==> src/design/sklcm_dly.sv <==
// Enable-gated delay line that keeps side data aligned with the arithmetic units.
// No dependencies.
module sklcm_dly #(
  parameter int W = 8,
  parameter int D = 2
) (
  input  logic         clk,
  input  logic         en,
  input  logic [W-1:0] din,
  output logic [W-1:0] dout
);

  logic [W-1:0] tap_r [D];

  // Each tap takes the one before it when the pipeline moves.
  for (genvar i = 0; i < D; i++) begin : g_tap
    always_ff @(posedge clk) begin
      if (en) begin
        tap_r[i] <= (i == 0) ? din : tap_r[(i == 0) ? 0 : i - 1];
      end
    end
  end

  assign dout = tap_r[D-1];

endmodule

==> config.mk <==
export PLATFORM = sky130hd
export DESIGN_NAME = sklcm_dly
export DESIGN_NICKNAME = d
export VERILOG_FILES = /design/src/design/sklcm_dly.sv
export SDC_FILE = /design/constraint.sdc
export NUM_CORES = 1
export LEC_CHECK = 0
export CAP_MARGIN = 0
export CORE_MARGIN = 2
export CORE_UTILIZATION = 41
export CTS_CLUSTER_DIAMETER = 150
export CTS_CLUSTER_SIZE = 40
export DETAILED_ROUTE_END_ITERATION = 8
export DONT_BUFFER_PORTS = 1
export PLACE_DENSITY_LB_ADDON = 0.12
export SYNTH_ARGS = -nofsm -noshare
export SYNTH_HDL_FRONTEND = slang
export SYNTH_SLANG_ARGS = --single-unit
==> constraint.sdc <==
create_clock -name clk -period 0.8 [get_ports clk]
set_input_delay 0.04 -clock clk [delete_from_list [all_inputs] [get_ports clk]]
set_output_delay 0.04 -clock clk [all_outputs]
set_load 0.05 [all_outputs]
### After elaboration in Yosys (flattened, before gate mapping)

Memories as Yosys holds them, arrays and structs flattened.
Index checks and enable logic that the tools add are counted.

| word-level totals | value |
|---|---|
| bits in writable memories | 16 |
| memories | 1 |
| output and inout port bits | 8 |
| register bits | 0 |

Memories:

| name | words | bits a word | rd ports | clocked after Yosys merged registers in | wr ports | RTL line | RTL |
|---|---|---|---|---|---|---|---|
| tap_r | 2 | 8 | 2 | 0 | 2 | 13 | `logic [W-1:0] tap_r [D];` |

| cells by class | value |
|---|---|
| mux-type cells | 2 |

Operator list:

| cell | number |
|---|---|
| two-way mux 1 bit | 2 |

### Depth between registers and ports, before layout

| depth | value |
|---|---|
| depth after elaboration | 2 |
| gate-level depth with buffers | 1 |
| mapped depth without buffers | 0 |

### Worst setup path before layout

Ideal clock, no wire load.

| timing path | value |
|---|---|
| path type | reg2reg |
| start point | memory tap_r[0][2] |
| end point | memory tap_r[1][2], in the netlist tap_r[0][10] (data pin) |
| setup time | 266 ps |
| path buffers | 0 |
| arrival | 323 ps |
| stages on the path, launching flop included | 1 |
| setup slack | 211 ps |
| data required time | 534 ps |
| period minus slack after synthesis | 589 ps |
| cells stage by stage | edfxtp_1 |

RTL lines:

| element | RTL line |
|---|---|
| from (decl) | 13 |

==> flow_results.org <==
** Outcome
- The flow ran to the end, but the final reports show violations.
- Violated checks :: negative hold slack, negative setup slack

** Timing
- Based on the critical path, the design can be clocked at up to 1094 MHz.
- After layout, the minimum clock period comes to 0.9139 ns.
- Setup violations remaining at the end of the flow were counted as 8.
- Slew Limit Headroom :: 91.07%
- Worst-Margin Slew :: 0.1342 ns
- RSZ-0062 raised after global routing :: true
- In the finished design, the share of the clock period the worst path needs comes to 114.2%.
- Hold Vio Cnt, Final :: 16
- Worst Slack Setup Final :: -0.1139 ns
- The max-slew violation total from the final report was 0.
- Worst Clk Skew :: 0.0001560 ns
- Post-Route Hold Slack :: -0.1208 ns

** Pwr
- Reported leakage power :: 0.2790 nW
- Total power :: 1.625 mW
- IR analysis of the VDD net gives a maximum drop of 1.228 mV.
- Dividing total power by cell area gives a power density of 2132 nW/µm².

** Global route
- For this run the aggregate overflow at the end of global routing stands at 0.
- In the global route stage, overall resource usage came out at 8.961%.
- Number of global-route vias before repair :: 223
- Maximum number of pins on one net before global-route repair :: 17
- Global-route wire length before repair :: 834 µm
- The number of antenna violations at the first check in global routing came to 0.

** CTS
- Hold buffer count at CTS :: 8
- The number of clock buffers added by TritonCTS is 3.
- Clock insertion delay at the later pin of the skew report :: 0.26 ns
- The clock passes through at most 2 buffers.
- Clock-pin slew was measured on the worst setup and hold paths at 0.07 ns.
- TritonCTS built the clock tree.
- CTS root buf :: sky130_fd_sc_hd__clkbuf_4
- Clock sink total :: 16
- Number of H-tree levels :: 1
- Post-CTS timing repair inserted 0 buffers for setup.
- After clock tree synthesis, the repair step resized 0 gates.

** Setup path
- Start-to-end type of the worst setup path :: register to primary output
- In this run the worst path has a maximum fanout of 1.
- Crit-path cells :: buf_12
- The worst setup path is launched from a register.
- The number of buffers and inverters on the critical path is 1.
- The worst setup path is captured at a primary output.
- Required time of the critical path :: 0.76 ns
- Max incr delay on CP :: 0.43 ns
- Broken down by cell family, the worst path's largest delay share belongs to flip-flops.
- STA puts the critical path data arrival time at 0.87 ns.
- The slowest stage of the critical path belongs to the cell sky130_fd_sc_hd__edfxtp_1.
- Setup slack on the worst reg-to-reg path comes out at 0.17 ns.

** Floorplanning
- Pin placement for this block handled 18 I/O pins.
- Initial core utilization :: 42.60%
- The die covers 1625 µm².
- After floorplanning, the core was divided into 13 placement rows.
- Height of the die :: 40.31 µm
- Total core area :: 1269 µm²
- Chip width :: 40.31 µm

** Yosys
- Cells after synthesis :: 24
- Synthesized area divided by synthesized cell count :: 22.52 µm²
- Counting every net in the synthesized netlist gives 34.
- During synthesis, Yosys emitted a total of 0 warnings.
- Of the synthesized area, sequential elements account for 88.89%.
- Cell Area, Synth :: 540.5 µm²
- Counting distinct cell types in the post-synthesis netlist gives 2.
- In this run, synthesis produced a sequential element count of 16.

** Drt
- After detailed routing, the average wire length per cell comes to 11.52 µm.
- In the routed design, unresolved DRC markers number 0.
- First drt pass iteration count :: 2
- Across all layers, the routed design uses 217 vias.
- Post-route ant nets :: 0
- DRT Wirelength :: 576 µm
- After detailed routing, the number of vias per cell comes to 4.340.
- After the first detailed-routing iteration, the DRC count stood at 2.

** Final layout
- 0 cells are multi-input combinational gates.
- Multi-input combinational cell area :: 0 µm²
- The library cell used most frequently in the layout, excluding fill and tap cells, is sky130_fd_sc_hd__edfxtp_1.
- Signed area change from the synthesized netlist to the final layout :: 40.97%
- Cells with a size suffix above 1 make up 31.43% of the layout.
- Reg with most FFs :: tap_r
- The net count of the finished layout is 47.
- Top Registers :: tap_r: 16 flops
- Largest register FFs :: 16
- The number of antenna diodes in the final layout is 0.
- Commonest non-fill, non-tap cells in the layout :: sky130_fd_sc_hd__edfxtp_1, sky130_fd_sc_hd__dlygate4sd3_1, sky130_fd_sc_hd__buf_12, sky130_fd_sc_hd__clkbuf_4

** Job
- The tool flagged a number of max-cap violations equal to 0.

** Place
- Count of input and output buffers :: 0
- Last weighted congestion value of the routability-driven placer :: 0.5481

** Worst hold path
- The tightest min-delay check is of the input pin to register type.
[cell usage after synthesis, drive strengths merged]
| master | count | area share (%) |
|---|---|---|
| buf | 8 | 11 |
| edfxtp | 16 | 89 |
[routing by layer]
metal,vias up,global-route usage (%),wire length [µm]
li1,102,-,-
met1,97,7.170,171
met2,18,16.53,331
met3,0,1.667,72
met4,0,10.00,0
met5,-,0,0
[timing repair]
action,in CTS,in global routing
endpoints found under the setup margin,8,8
cloned,0,0
hold endpoints to repair,24,16
[power by group]
group	total, mW	switching [mW]	leakage [nW]	internal [mW]
sequential	1.02	0.0294	0.157	0.995
clock	0.369	0.195	0.0138	0.174
combinational	0.231	0.108	0.109	0.123
[worst paths after layout]
path | startpoint | cells after the start | end
max | tap_r[0][9] | 1 | dout[1]
min | en | 0 | tap_r[0][4]
max reg2reg | tap_r[0][4] | 0 | tap_r[0][12]
min reg2reg | tap_r[0][2] | 0 | tap_r[0][10]
[metrics by stage]
step | std cells | utilization [%] | setup TNS, ns | setup WS (ns) | cell area (µm²)
6_report | 50 | 60.06 | -0.7662 | -0.1139 | 762.0
5_1_grt | 50 | 60.06 | -1.006 | -0.1424 | 762.0
4_1_cts | 50 | 60.06 | -0.9063 | -0.1377 | 762.0
3_5_place_dp | 39 | 51.97 | 0 | 0.1651 | 659.4
3_3_place_gp | 39 | 51.97 | 0 | 0.1969 | 659.4
2_1_floorplan | 24 | - | 0 | 0.2112 | 540.5
[cells by family (layout without fill, tap and decap cells)]
kind of cell | Yosys count | after routing | share of synthesized area (%)
buf+inv | 8 | 19 | 11.11
flops | 16 | 16 | 88.89
[area by class of cell]
| type | instances | area [µm²] |
|---|---|---|
| sequential | 16 | 480.5 |
| clock buffer | 3 | 22.52 |
| timing repair buffer | 16 | 240.2 |
| fill | 102 | 506.7 |
| tap | 15 | 18.77 |
Note: power is estimated with default switching activity, not from simulation.
