--- src/design/sklcm_mul.sv ---
// Pipelined signed multiplier: one 32-bit limb of the second operand per stage,
// split against 32-bit pieces of the first. No dependencies.
module sklcm_mul #(
  parameter int WA = 32,
  parameter int WB = 32
) (
  input  logic                  clk,
  input  logic                  en,
  input  logic signed [WA-1:0]  a,
  input  logic signed [WB-1:0]  b,
  output logic signed [WA+WB-1:0] p
);

  localparam int K  = (WB + 31) / 32;
  localparam int KW = K * 32;
  localparam int KA = (WA + 31) / 32;
  localparam int AW = KA * 32;
  localparam int RW = AW + 32;
  localparam int PW = WA + WB;

  logic [AW-1:0] am_r [K+1];
  logic [KW-1:0] bm_r [K+1];
  logic          sg_r [K+1];
  logic [PW-1:0] acc_r [K+1];
  logic signed [PW-1:0] p_r;

  logic [WA-1:0] am_nxt;
  logic [WB-1:0] bm_nxt;

  // Sign and magnitude of the operands.
  always_comb begin
    am_nxt = a[WA-1] ? (~$unsigned(a) + 1'b1) : $unsigned(a);
    bm_nxt = b[WB-1] ? (~$unsigned(b) + 1'b1) : $unsigned(b);
  end

  always_ff @(posedge clk) begin
    if (en) begin
      am_r[0]  <= AW'(am_nxt);
      bm_r[0]  <= KW'(bm_nxt);
      sg_r[0]  <= a[WA-1] ^ b[WB-1];
      acc_r[0] <= '0;
    end
  end

  // One limb row per stage: 32x32 products of every piece of the first operand,
  // even and odd pieces packed side by side so that neither group overlaps.
  for (genvar k = 0; k < K; k++) begin : g_limb
    logic [RW-1:0] ev, od;
    always_comb begin
      ev = '0;
      od = '0;
      for (int i = 0; i < KA; i++) begin
        if (i[0]) begin
          od[32*i +: 64] = 64'(am_r[k][32*i +: 32]) * 64'(bm_r[k][32*k +: 32]);
        end else begin
          ev[32*i +: 64] = 64'(am_r[k][32*i +: 32]) * 64'(bm_r[k][32*k +: 32]);
        end
      end
    end
    always_ff @(posedge clk) begin
      if (en) begin
        am_r[k+1]  <= am_r[k];
        bm_r[k+1]  <= bm_r[k];
        sg_r[k+1]  <= sg_r[k];
        acc_r[k+1] <= acc_r[k] + (PW'(ev) << (32 * k)) + (PW'(od) << (32 * k));
      end
    end
  end

  // Restore the sign.
  always_ff @(posedge clk) begin
    if (en) begin
      p_r <= sg_r[K] ? $signed(~acc_r[K] + 1'b1) : $signed(acc_r[K]);
    end
  end

  assign p = p_r;

endmodule

--- config.mk ---
export PLATFORM = sky130hd
export DESIGN_NAME = sklcm_mul
export DESIGN_NICKNAME = d
export VERILOG_FILES = /design/src/design/sklcm_mul.sv
export SDC_FILE = /design/constraint.sdc
export NUM_CORES = 2
export LEC_CHECK = 0
export ABC_AREA = 1
export BUFFER_PORTS_ARGS = -buffer_cell sky130_fd_sc_hd__buf_2
export CELL_PAD_IN_SITES_DETAIL_PLACEMENT = 1
export CELL_PAD_IN_SITES_GLOBAL_PLACEMENT = 2
export CORE_MARGIN = 2
export CORE_UTILIZATION = 43
export DETAILED_ROUTE_END_ITERATION = 8
export PLACE_DENSITY = 0.93
export SLEW_MARGIN = 0
export SYNTH_ARGS = -nofsm -noshare
export SYNTH_HDL_FRONTEND = slang
export SYNTH_SLANG_ARGS = --single-unit
--- constraint.sdc ---
create_clock -name clk -period 11.1 [get_ports clk]
set_input_delay 1.11 -clock clk [delete_from_list [all_inputs] [get_ports clk]]
set_output_delay 1.11 -clock clk [all_outputs]
set_load 0.005 [all_outputs]
# ---- Yosys cells after proc, flatten, opt, wreduce, memory -nomap -nowiden
# Memory sizes are Yosys's and may differ from the RTL's.
# Cells that the tools add are included.
dict set report totals {
  wordCells 19
  mem_count 4
  output_inout_bits 64
  regBits 64
  ram_bits 258
}
# name depth width rd rd_clocked_by_memory_dff write_ports line_no
set memory_table {}
lappend memory_table {acc_r 2 64 2 0 2 24} ;# logic [PW-1:0] acc_r [K+1];
lappend memory_table {am_r 2 32 1 0 2 21} ;# logic [AW-1:0] am_r [K+1];
lappend memory_table {bm_r 2 32 1 0 2 22} ;# logic [KW-1:0] bm_r [K+1];
lappend memory_table {sg_r 2 1 2 0 2 23} ;# logic sg_r [K+1];
dict set report op_classes {
  n_mux 5
  multipliers 1
  n_addsub 4
  bitwise_logic 4
}
# op n
set op_table {}
lappend op_table {{$add A32 B1 Y32 const B} 2}
lappend op_table {{$add A64 B1 Y64 const B} 1}
lappend op_table {{$add A64 B64 Y64} 1}
lappend op_table {{$mul A32 B32 Y64} 1}
lappend op_table {{$mux W32} 2}
lappend op_table {{$mux W64} 1}
lappend op_table {{$not A32 Y32} 2}
lappend op_table {{$not A64 Y64} 1}
lappend op_table {{$mux W1} 2}
lappend op_table {{$xor A1 B1 Y1} 1}

# ---- Longest topological paths before layout
# An unclocked memory read counts as a cell.
dict set report logic_depth {
  ltp_word 4
  mapped_depth 30
  mapped_depth_nobuf 29
}

# ---- Least setup slack after synthesis
# Ideal clock, no wire load.
dict set report synth_path {
  kind {reg2reg}
  startpoint {memory am_r[0][31] in the netlist's numbering}
  endpoint {memory acc_r[0][126] in the netlist's numbering (data pin)}
  required_time_ns 10.848
  synth_period_minus_slack_ns 6.270
  path_buffers 1
  stages_incl_launch_ff 27
  slack_ns 4.830
  setup_time_ns 0.252
  arrival_ns 6.018
  path_cell_list {edfxtp_1 > clkbuf_1 > nand2_1 > fa_1 > inv_1 > fa_1 > fa_1 > inv_1 > fa_1 > inv_1 > fa_1 > fa_1 > fa_1 > inv_1 > fa_1 > inv_1 > ha_1 > nand2_1 > inv_1 > a21oi_1 > nand2_1 > nand2_1 > nand2_1 > a21oi_1 > nand2_1 > nand2_1 > nand2_1}
}
# element line_no
set synth_rtl {}
lappend synth_rtl {{start, declared} 21}
lappend synth_rtl {{end, declared} 24}

==> reports/metrics.csv <==
stage,metric,value,unit
setup_path,FF-to-FF path depth,25,
cts,"CTS clk-pin slew, worst paths",0.11,ns
layout,"commonest non-fill, non-tap cell in the layout",inv_1,
yosys,Yosys top cell area share,39.1,%
route,Routed Antenna Nets,0,
cts,CTS tree,yes,
cts,TritonCTS Buffers,17,
layout,most frequent cells in the layout,"inv_1, nand2_1, fa_1",
place,routability cong.,0.907,
route,DR vias,37100,
timing,Final Setup Violations,0,
yosys,Unique masters post-synth,38,
route,DRT met1 WL,59.4,mm
route,WL met2,76.2,mm
yosys,Post-Syn Area per Cell,7.65,sq um
cts,clk sinks,194,
global_routing,first-pass GRT wire length,234,mm
cts,clk_lat worst skew,0.52,ns
yosys,synthesized instance count,6002,
global_routing,vias in the first global route,41900,
route,DRC Markers,0,
floorplan,Die X,331,um
place,Port Buffers,129,
global_routing,GRT overflow,0,
route,final WL,147,mm
yosys,sequential fraction of the synthesis area,12.7,%
timing,Final min period,7.64,ns
setup_path,WS Path Type,reg -> reg,
route,Initial DRT Pass Iterations,5,
cts,PostCTS Resize Cnt,0,
timing,fin. max-slew vios,0,
timing,Worst-Margin Slew,0.918,ns
global_routing,largest net degree at the start of global routing,72,
floorplan,# rows,119,
timing,fin crit share,68.8,%
setup_path,Max Fanout on Critical Path,21,
layout,Area Overhead vs Synth,5.97,%
route,Via density,5.01,
floorplan,IO Pins,130,
yosys,Synth Cell Area,45900,sq um
floorplan,die area,109000,sq um
min_path,HP Class,reg -> reg,
route,Highest Signal Layer,met4,
yosys,Syn. warnings,0,
cts,CTS H-tree depth,4,
setup_path,Crit path arrival time,7.90,ns
floorplan,Die Height,331,um
setup_path,Critical Path RT,11.36,ns
route,Detailed Route Iter0 Violations,2092,
cts,CTS max path bufs,2,
place,dpl hpwl,120,mm
cts,CTS root buffer,clkbuf_16,
setup_path,capture point of the worst reg-to-reg path,acc_r[0][107],
yosys,syn_nets,7230,
route,Routed WL per cell,19.9,um
min_path,Worst Hold End,sg_r[0][1],
timing,max_slew headroom,38.7,%
timing,clock skew,0.0319,ns
layout,Antenna Cells,0,
floorplan,initial core utilization,43.5,%
outcome,outcome,completed,
cts,hold_buf cts,0,
floorplan,Core ar.,106000,sq um
timing,setup_tns,0,ns
route,wire length on met3,6.13,mm
run,reported max-cap violation count,0,
timing,fmax,131,MHz
min_path,Hold Crit Start,sg_r[0][0],
timing,unrepaired setup endpoints after global routing,no,
global_routing,gr usage total,28.0,%
yosys,"flops & latches, synth",194,
yosys,largest cells by area after synthesis,"fa_1, inv_1, nand2_1, edfxtp_1, ha_1",
layout,fraction of layout cells with a size suffix above 1,4.60,%
setup_path,worst reg2reg path startpoint,am_r[0][11],
layout,nets@finish,7237,
min_path,WHS Path Cells,0,
global_routing,initial antenna violation count,1,
timing,Final Hold Viols,0,
cts,Post-CTS Setup Bufs,0,
yosys,cell accounting for the most synthesized area,fa_1,
setup_path,CP Capture Type,register,
setup_path,crit start category,register,
setup_path,r2r setup slk,3.46,ns
==> through the flow <==
step	setup slack, ns	instances	cell area, sq um	utilization (%)	hold WS [ns]
finish	3.46	7413	48600	46.1	0.438
global route	3.15	7413	48600	46.1	0.447
CTS	3.32	7412	48600	46.1	0.438
detailed placement	3.36	7380	48000	45.5	0.428
global placement	3.46	7380	48000	45.5	0.405
floorplan	4.83	6002	45900	-	0.400
==> state kept, by name, summed over array words and instances, names as in the netlist <==
name	cells
acc_r	64
am_r	32
bm_r	32
p	64
sg_r	2
==> how the worst max path moves through the flow <==
stage	start	endpoint
2_1_floorplan	am_r[0][31]	acc_r[0][126]
3_3_place_gp	bm_r[0][5]	acc_r[0][126]
3_5_place_dp	bm_r[0][5]	acc_r[0][122]
4_1_cts	bm_r[0][5]	acc_r[0][122]
5_1_grt	am_r[0][11]	acc_r[0][122]
6_report	am_r[0][11]	acc_r[0][107]
==> critical path, stage by stage, from the launching register on <==
cell,delay (ns)
edfxtp_1,0.77
buf_4,0.50
nand2_1,0.11
inv_1,0.09
fa_1,0.43
fa_1,0.50
fa_1,0.52
inv_1,0.05
fa_1,0.48
inv_1,0.07
fa_1,0.50
inv_1,0.05
fa_1,0.53
inv_1,0.05
fa_1,0.55
fa_1,0.46
ha_1,0.41
nand2_1,0.12
nor2_1,0.26
nand2_1,0.13
nor2_1,0.11
nand2_1,0.07
nand3_1,0.19
nand3_1,0.19
nand3_1,0.12
nand2_1,0.07
==> cell usage after synthesis, drive strengths merged <==
| library cell | n |
|---|---|
| o21ai | 49 |
| nand3b | 3 |
| o21bai | 12 |
| ha | 266 |
| a21oi | 50 |
| xor2 | 108 |
| clkbuf | 205 |
| or2 | 3 |
| nand4 | 45 |
| nor2 | 277 |
| nand2 | 1815 |
| inv | 1867 |
| o21a | 2 |
| nor3 | 28 |
| edfxtp | 194 |
| nand3 | 143 |
| nor4 | 4 |
| fa | 896 |
| a31oi | 2 |
| xnor2 | 20 |
| buf | 3 |
| clkinv | 3 |
| and2 | 3 |
| a21boi | 2 |
| o211ai | 2 |
==> cell type report <==
| class | instances | area, sq um |
|---|---|---|
| multi-input combinational | 3730 | 32300 |
| tap | 1391 | 1740 |
| sequential | 194 | 5830 |
| clock inverter | 14 | 175 |
| fill | 13200 | 56900 |
| clock buffer | 18 | 429 |
| timing repair buffer | 196 | 1180 |
| inverter | 1870 | 7020 |
==> routing by layer <==
| metal | vias to the layer above | GRT usage, % |
|---|---|---|
| li1 | 16900 | - |
| met4 | 0 | 10.4 |
| met3 | 283 | 2.32 |
| met5 | - | 0 |
| met2 | 919 | 50.4 |
| met1 | 19100 | 35.0 |
==> cells by family after synthesis <==
family	after synthesis	share of synthesized area, %
flops	194	12.7
xor+xnor	128	2.44
simple gates	2321	20.1
buf+inv	2078	17.0
compound gates	119	1.45
fa+ha+maj	1162	46.3
Power is left out: the tool's default activity adds up to more than one toggle a clock period on the data nets, which glitch-free logic cannot reach.
