<file path="src/design/sklcm_sqrt.sv">
// Pipelined integer square root, one result bit per stage.
// No dependencies; W even.
module sklcm_sqrt #(
  parameter int W = 64
) (
  input  logic           clk,
  input  logic           en,
  input  logic [W-1:0]   rad,
  output logic [W/2-1:0] root
);

  localparam int H = W / 2;

  logic [W-1:0] n_r   [H];
  logic [W-1:0] res_r [H];

  // Stage j tries the bit of weight 4^(H-1-j).
  for (genvar j = 0; j < H; j++) begin : g_step
    logic [W-1:0] n_in, res_in, bitw, t;
    always_comb begin
      n_in   = (j == 0) ? rad : n_r[(j == 0) ? 0 : j - 1];
      res_in = (j == 0) ? '0  : res_r[(j == 0) ? 0 : j - 1];
      bitw   = W'(1) << (W - 2 - 2 * j);
      t      = res_in + bitw;
    end
    always_ff @(posedge clk) begin
      if (en) begin
        if (n_in >= t) begin
          n_r[j]   <= n_in - t;
          res_r[j] <= (res_in >> 1) + bitw;
        end else begin
          n_r[j]   <= n_in;
          res_r[j] <= res_in >> 1;
        end
      end
    end
  end

  assign root = res_r[H-1][H-1:0];

endmodule

</file>
<file path="config.mk">
export PLATFORM = sky130hd
export DESIGN_NAME = sklcm_sqrt
export DESIGN_NICKNAME = d
export VERILOG_FILES = /design/src/design/sklcm_sqrt.sv
export SDC_FILE = /design/constraint.sdc
export NUM_CORES = 2
export LEC_CHECK = 0
export BUFFER_PORTS_ARGS = -buffer_cell sky130_fd_sc_hd__buf_4
export CORE_ASPECT_RATIO = 1.75
export CORE_UTILIZATION = 50
export CTS_BUF_LIST = sky130_fd_sc_hd__clkbuf_16
export DETAILED_ROUTE_END_ITERATION = 7
export PLACE_DENSITY_LB_ADDON = 0.15
export SKIP_LAST_GASP = 1
export SLEW_MARGIN = 10
export SYNTH_ARGS = -nofsm -noshare
export SYNTH_HDL_FRONTEND = slang
export SYNTH_SLANG_ARGS = --single-unit
</file>
<file path="constraint.sdc">
create_clock -name clk -period 4.3 [get_ports clk]
set_input_delay 0.86 -clock clk [delete_from_list [all_inputs] [get_ports clk]]
set_output_delay 0.86 -clock clk [all_outputs]
set_load 0.005 [all_outputs]
</file>
== Word-level counts from Yosys, hierarchy flattened ==
Memories as Yosys holds them, arrays and structs flattened.
Cells that the tools add are included.

* Register bits: 0
* Bits in latches: 0
* RAM bits: 4096
* Memory bits (read-only): 0
* Input bits: 66
* Output and inout port bits: 32
* Memories: 2

* $add $sub $neg: 94
* Multiply operators: 0
* Div/mod/pow operators: 0
* Order comparisons: 32
* Equal/unequal tests: 0
* Shift-type cells: 0
* Muxes and demuxes: 256
* Bitwise operators: 64
* Reduce and logical (&&, ||, !) cells: 0

{| class="wikitable"
|+ Memory list
! name !! words !! width !! rd ports !! clocked after Yosys merged registers in !! write ports !! RTL line !! source
|-
| n_r || 32 || 64 || 31 || 0 || 32 || 14 || <nowiki>logic [W-1:0] n_r [H];</nowiki>
|-
| res_r || 32 || 64 || 32 || 0 || 32 || 15 || <nowiki>logic [W-1:0] res_r [H];</nowiki>
|}

{| class="wikitable"
|+ Operators by type and width
! operator !! count
|-
| 2-to-1 mux 64 bit || 64
|-
| greater-or-equal comparator 64 bit || 31
|-
| subtractor 64 bit || 31
|-
| 2-to-1 mux 1 bit || 192
|-
| adder 63 x 1 -> 64 bit, second input constant || 1
|-
| adder 63 x 11 -> 64 bit, second input constant || 1
|-
| adder 63 x 13 -> 64 bit, second input constant || 1
|-
| adder 63 x 15 -> 64 bit, second input constant || 1
|-
| adder 63 x 17 -> 64 bit, second input constant || 1
|-
| adder 63 x 19 -> 64 bit, second input constant || 1
|-
| adder 63 x 21 -> 64 bit, second input constant || 1
|-
| adder 63 x 23 -> 64 bit, second input constant || 1
|-
| adder 63 x 25 -> 64 bit, second input constant || 1
|-
| adder 63 x 27 -> 64 bit, second input constant || 1
|-
| adder 63 x 29 -> 64 bit, second input constant || 1
|-
| adder 63 x 3 -> 64 bit, second input constant || 1
|-
| adder 63 x 31 -> 64 bit, second input constant || 1
|-
| adder 63 x 33 -> 64 bit, second input constant || 1
|-
| adder 63 x 35 -> 64 bit, second input constant || 1
|-
| adder 63 x 37 -> 64 bit, second input constant || 1
|-
| adder 63 x 39 -> 64 bit, second input constant || 1
|-
| adder 63 x 41 -> 64 bit, second input constant || 1
|-
| adder 63 x 43 -> 64 bit, second input constant || 1
|-
| adder 63 x 45 -> 64 bit, second input constant || 1
|-
| 45 further kinds || 108
|}

== Logic depth before layout (Yosys ltp) ==
An unclocked memory read counts as a cell.

* Depth in word-level cells: 7
* Depth in mapped cells: 14
* Gate-level depth less buffers: 13

== Worst setup path before layout ==
OpenSTA, ideal clock, no wires.

* Kind: input to register
* Start point: input en
* End point: memory n_r[26][0] (netlist: n_r[1][640]), enable pin
* Setup time: 0.482 ns
* Data arrival time: 4.171 ns
* Required time: 3.818 ns
* Setup slack: -0.353 ns
* Stages on the path: 4
* Path through: clkbuf_1 -> clkbuf_1 -> clkbuf_1 -> clkbuf_1

{| class="wikitable"
|+ RTL lines
! what !! RTL line !! source
|-
| start, declared || 7 || <nowiki>input logic en,</nowiki>
|-
| end, declared || 14 ||
|}

==> impl_results.md <==
* Outcome: complete, but fails checks
* Failing checks: setup timing
* Total of max-cap violations at 0
* Total via count after detailed routing at 83.59k
* Count of buffers inserted at the top-level ports at 97
* Mean number of vias per cell at 5.954
* Final cycle utilization of the critical path at 1.030
* Critical Path Start Type: flop
* Fraction of layout cells with a size suffix above 1 at 0.1034
* Die width at 375.6 um
* Layout Cells excl Fill at 14.04k
* Placed Cells incl. Taps at 13.53k
* First-pass GRT wire length at 579.0 mm
* Number of nets with antenna violations after routing at 0
* Buffer cell driving the clock tree root: sky130_fd_sc_hd__clkbuf_16
* Post-detailed-placement half-perimeter wirelength at 325.5 mm
* Vias in the first global route at 87.12k
* Total net switching power at 23.70 mW
* Least setup slack across all paths after layout at -0.1273 ns
* Initial standard-cell utilization of the core at 0.5036
* Peak-usage layer in the global routing report: met2
* Final-report max-slew violation count at 0
* Largest net degree at the start of global routing at 168
* Detailed-router iteration count before antenna repair at 6
* Endpoint type of the worst setup path: flop
* Number of cell instances on the worst register-to-register path at 9
* Top cells by instance count after synthesis: sky130_fd_sc_hd__edfxtp_1 (2,512), sky130_fd_sc_hd__nand2_1 (809), sky130_fd_sc_hd__inv_1 (679)
* Syn Nets at 10.58k
* Total overflow reported by the global router at 0
* Final Routed Wirelength at 410.0 mm
* Post-CTS setup buffers at 0
* Number of setup violations in the final report at 1
* Area of the core region at 242,500 um2
* Post-synth top flop: sky130_fd_sc_hd__edfxtp_1
* Setup slack on the worst flop-to-flop path at -0.13 ns
* Area growth syn-to-layout at 13.55%
* Cell taking the most area after synthesis: sky130_fd_sc_hd__edfxtp_1
* IR drop worst, VDD at 0.0003985 V
* Number of different library cells in the post-synthesis netlist at 86
* Register bit count reported by yosys at 2,512
* Avg Synthesized Cell Area at 12.26 um2
* Met3 Usage GRT at 0.05399
* Starting DRT DRC Count at 5,394
* Clock insertion delay at the later pin of the skew report at 0.91 ns
* Cts-stage hold buffer count at 0
* DIE AREA at 246,300 um2
* TritonCTS clock tree: yes
* Leading cell type by number of instances after synthesis: sky130_fd_sc_hd__edfxtp_1
* Final hold viol count at 0
* Arrival time reported for the critical path endpoint at 5.04 ns
* Class of the most critical hold timing path: input pin to flop
* Capture point of the worst path: n_r[1][952]
* Bufs on Longest Clock Path at 4
* Maximum clock frequency at 0.2259 GHz
* Data required time at the worst endpoint at 4.91 ns
* Part of the power in combinational logic at 0.246
* Routability congestion estimate at 1.113
* Global-route track usage on met1 at 0.2262
* Power consumption at 74.36 mW
* Crit path kind: flop to flop
* Clk pin slew, worst setup/hold paths at 0.07 ns
* Met2 usage in global routing at 0.6659
* Switch share at 0.3187
* Power per cell area at 536.1 nW/um2
* Share of the yosys chip area belonging to registers at 0.6176
* FP Rows at 239
* Post-layout net count at 11.14k
* Crit Path Max Fanout at 52
* Min cycle time layout at 4.427 ns
* Origin of the worst min-delay path: rad[4]
* Clock skew at 0.06773 ns
* Die height at 655.8 um
* Number of remaining DRC errors at 0
* Top cells by area in the synthesized netlist: sky130_fd_sc_hd__edfxtp_1 (62%), sky130_fd_sc_hd__ha_1 (5.7%), sky130_fd_sc_hd__xor2_1 (3.3%), sky130_fd_sc_hd__xnor2_1 (3.1%), sky130_fd_sc_hd__nand2_1 (2.5%)
* Clock sink count at 2,512
* Area fraction of the dominant cell type after synthesis at 0.6176
* Avg WL per Cell at 29.20 um
* Async S/R FF share, synth at 0
* Number of top-level pins at 98
* Endpoint of the most critical register-to-register path: n_r[1][952]
* Number of antenna violations at the first check in global routing at 38
* Static Leak at 51.86 nW
* Cell count after synthesis at 9,960
* Count of warnings emitted by yosys at 0
* Tightest Pin Transition at 1.273 ns
* Count of flip-flops with a built-in enable after synthesis at 2,512
* Clock Power Share at 0.299
* Critical path launch point: n_r[1][891]
* Total track usage at 0.3317
* Worst rel slew slack at 0.1441
* Number of clock buffers inserted by TritonCTS at 234
* Crit Reg-Reg Startpoint: n_r[1][891]
* Design internal power at 50.66 mW
* Seq pwr share at 0.455
* RSZ-0062 raised after global routing: yes
* H-tree depth at 4
* Mapped cell area at 122,100 um2
==> logic make-up after synthesis <==
kind of cell,synth area share
buf+inv,0.02840
flops,0.6176
fa+ha+maj,0.05716
compound gates,0.09368
xor+xnor,0.06403
simple gates,0.1344
mux,0.004784
==> worst max-delay path: stages (launching register included) <==
cell,delay [ns]
sky130_fd_sc_hd__edfxtp_1,0.41
sky130_fd_sc_hd__or4_1,0.78
sky130_fd_sc_hd__nor3_1,0.50
sky130_fd_sc_hd__and4_1,0.59
sky130_fd_sc_hd__nand3_1,0.21
sky130_fd_sc_hd__a221oi_4,0.50
sky130_fd_sc_hd__buf_12,0.31
sky130_fd_sc_hd__nor2_1,0.13
sky130_fd_sc_hd__nand3_1,0.55
sky130_fd_sc_hd__xnor2_1,0.14
==> state kept, by name (all words and copies together), names as in the netlist <==
signal	cells
n_r	1984
res_r	528
==> timing repair <==
action,4_1_cts,5_1_grt
pin swaps,0,0
endpoints found under the setup margin,31,34
gates resized for setup,6,10
==> layout by cell type, fill, tap and decap left out, types with 76 or more instances in the layout <==
| master | instances |
|---|---|
| sky130_fd_sc_hd__edfxtp_1 | 2512 |
| sky130_fd_sc_hd__nand2_1 | 809 |
| sky130_fd_sc_hd__inv_1 | 702 |
| sky130_fd_sc_hd__o21ai_0 | 598 |
| sky130_fd_sc_hd__ha_1 | 558 |
| sky130_fd_sc_hd__nor2_1 | 553 |
| sky130_fd_sc_hd__buf_4 | 511 |
| sky130_fd_sc_hd__a21oi_1 | 506 |
| sky130_fd_sc_hd__xor2_1 | 453 |
| sky130_fd_sc_hd__xnor2_1 | 427 |
| sky130_fd_sc_hd__nor4_1 | 378 |
| sky130_fd_sc_hd__nor3_1 | 288 |
| sky130_fd_sc_hd__clkbuf_16 | 238 |
| sky130_fd_sc_hd__a21o_1 | 212 |
| sky130_fd_sc_hd__nand4_1 | 195 |
| sky130_fd_sc_hd__nand3_1 | 180 |
| sky130_fd_sc_hd__nand2b_1 | 117 |
| sky130_fd_sc_hd__or3_1 | 102 |
| sky130_fd_sc_hd__or4_1 | 99 |
| sky130_fd_sc_hd__o21a_1 | 90 |
| sky130_fd_sc_hd__diode_2 | 76 |
==> worst min-delay path by stage <==
stage | end | slack (ns) | cells after the start
5_1_grt | n_r[0][57] | 0.07 | 1
3_5_place_dp | n_r[1][460] | 0.43 | 0
2_1_floorplan | n_r[1][320] | 0.42 | 0
6_report | n_r[0][4] | 0.12 | 1
4_1_cts | n_r[0][4] | 0.05 | 1
3_3_place_gp | n_r[0][342] | 0.42 | 0
==> metrics by stage <==
step             util  hold slack, ns  worst slack, ns  instance area (um2)  setup TNS [ns]
2_1_floorplan       -          0.4166          -0.1382               122200          -22.98
6_report       0.5719          0.1185          -0.1273               138700         -0.1273
4_1_cts        0.5708         0.04688          0.07676               138400               0
3_3_place_gp   0.5371          0.4204          -0.3575               130300          -6.768
5_1_grt        0.5717         0.06600         -0.02571               138600        -0.02571
3_5_place_dp   0.5372          0.4273          -0.3374               130300          -5.626
==> power groups by stage <==
stage               Combinational [mW]  Sequential (mW)  Clock, mW
CTS                               18.0             33.7       22.6
finish                            18.3             33.8       22.2
global placement                  17.7             34.2          0
floorplan                         11.2             32.9          0
global route                      19.6             34.0       23.3
detailed placement                17.9             34.2          0
==> final cells by class <==
type                    count  area, um2
flip-flops and latches   2512      75430
diodes                     76      190.2
clock inverters           192       2156
well taps                3253       4070
inverters                 679       2549
repair buffers            556       4736
clock buffers             238       5956
multi-input cells        6534      43610
fillers                 19940     103800
==> routing by layer <==
metal | share of wire | vias to the layer above
met5 | 0.00030 | -
li1 | - | 38530
met1 | 0.25 | 40950
met2 | 0.58 | 2614
met3 | 0.037 | 1481
met4 | 0.14 | 12
No activity file was read; power rests on OpenSTA's default activity.
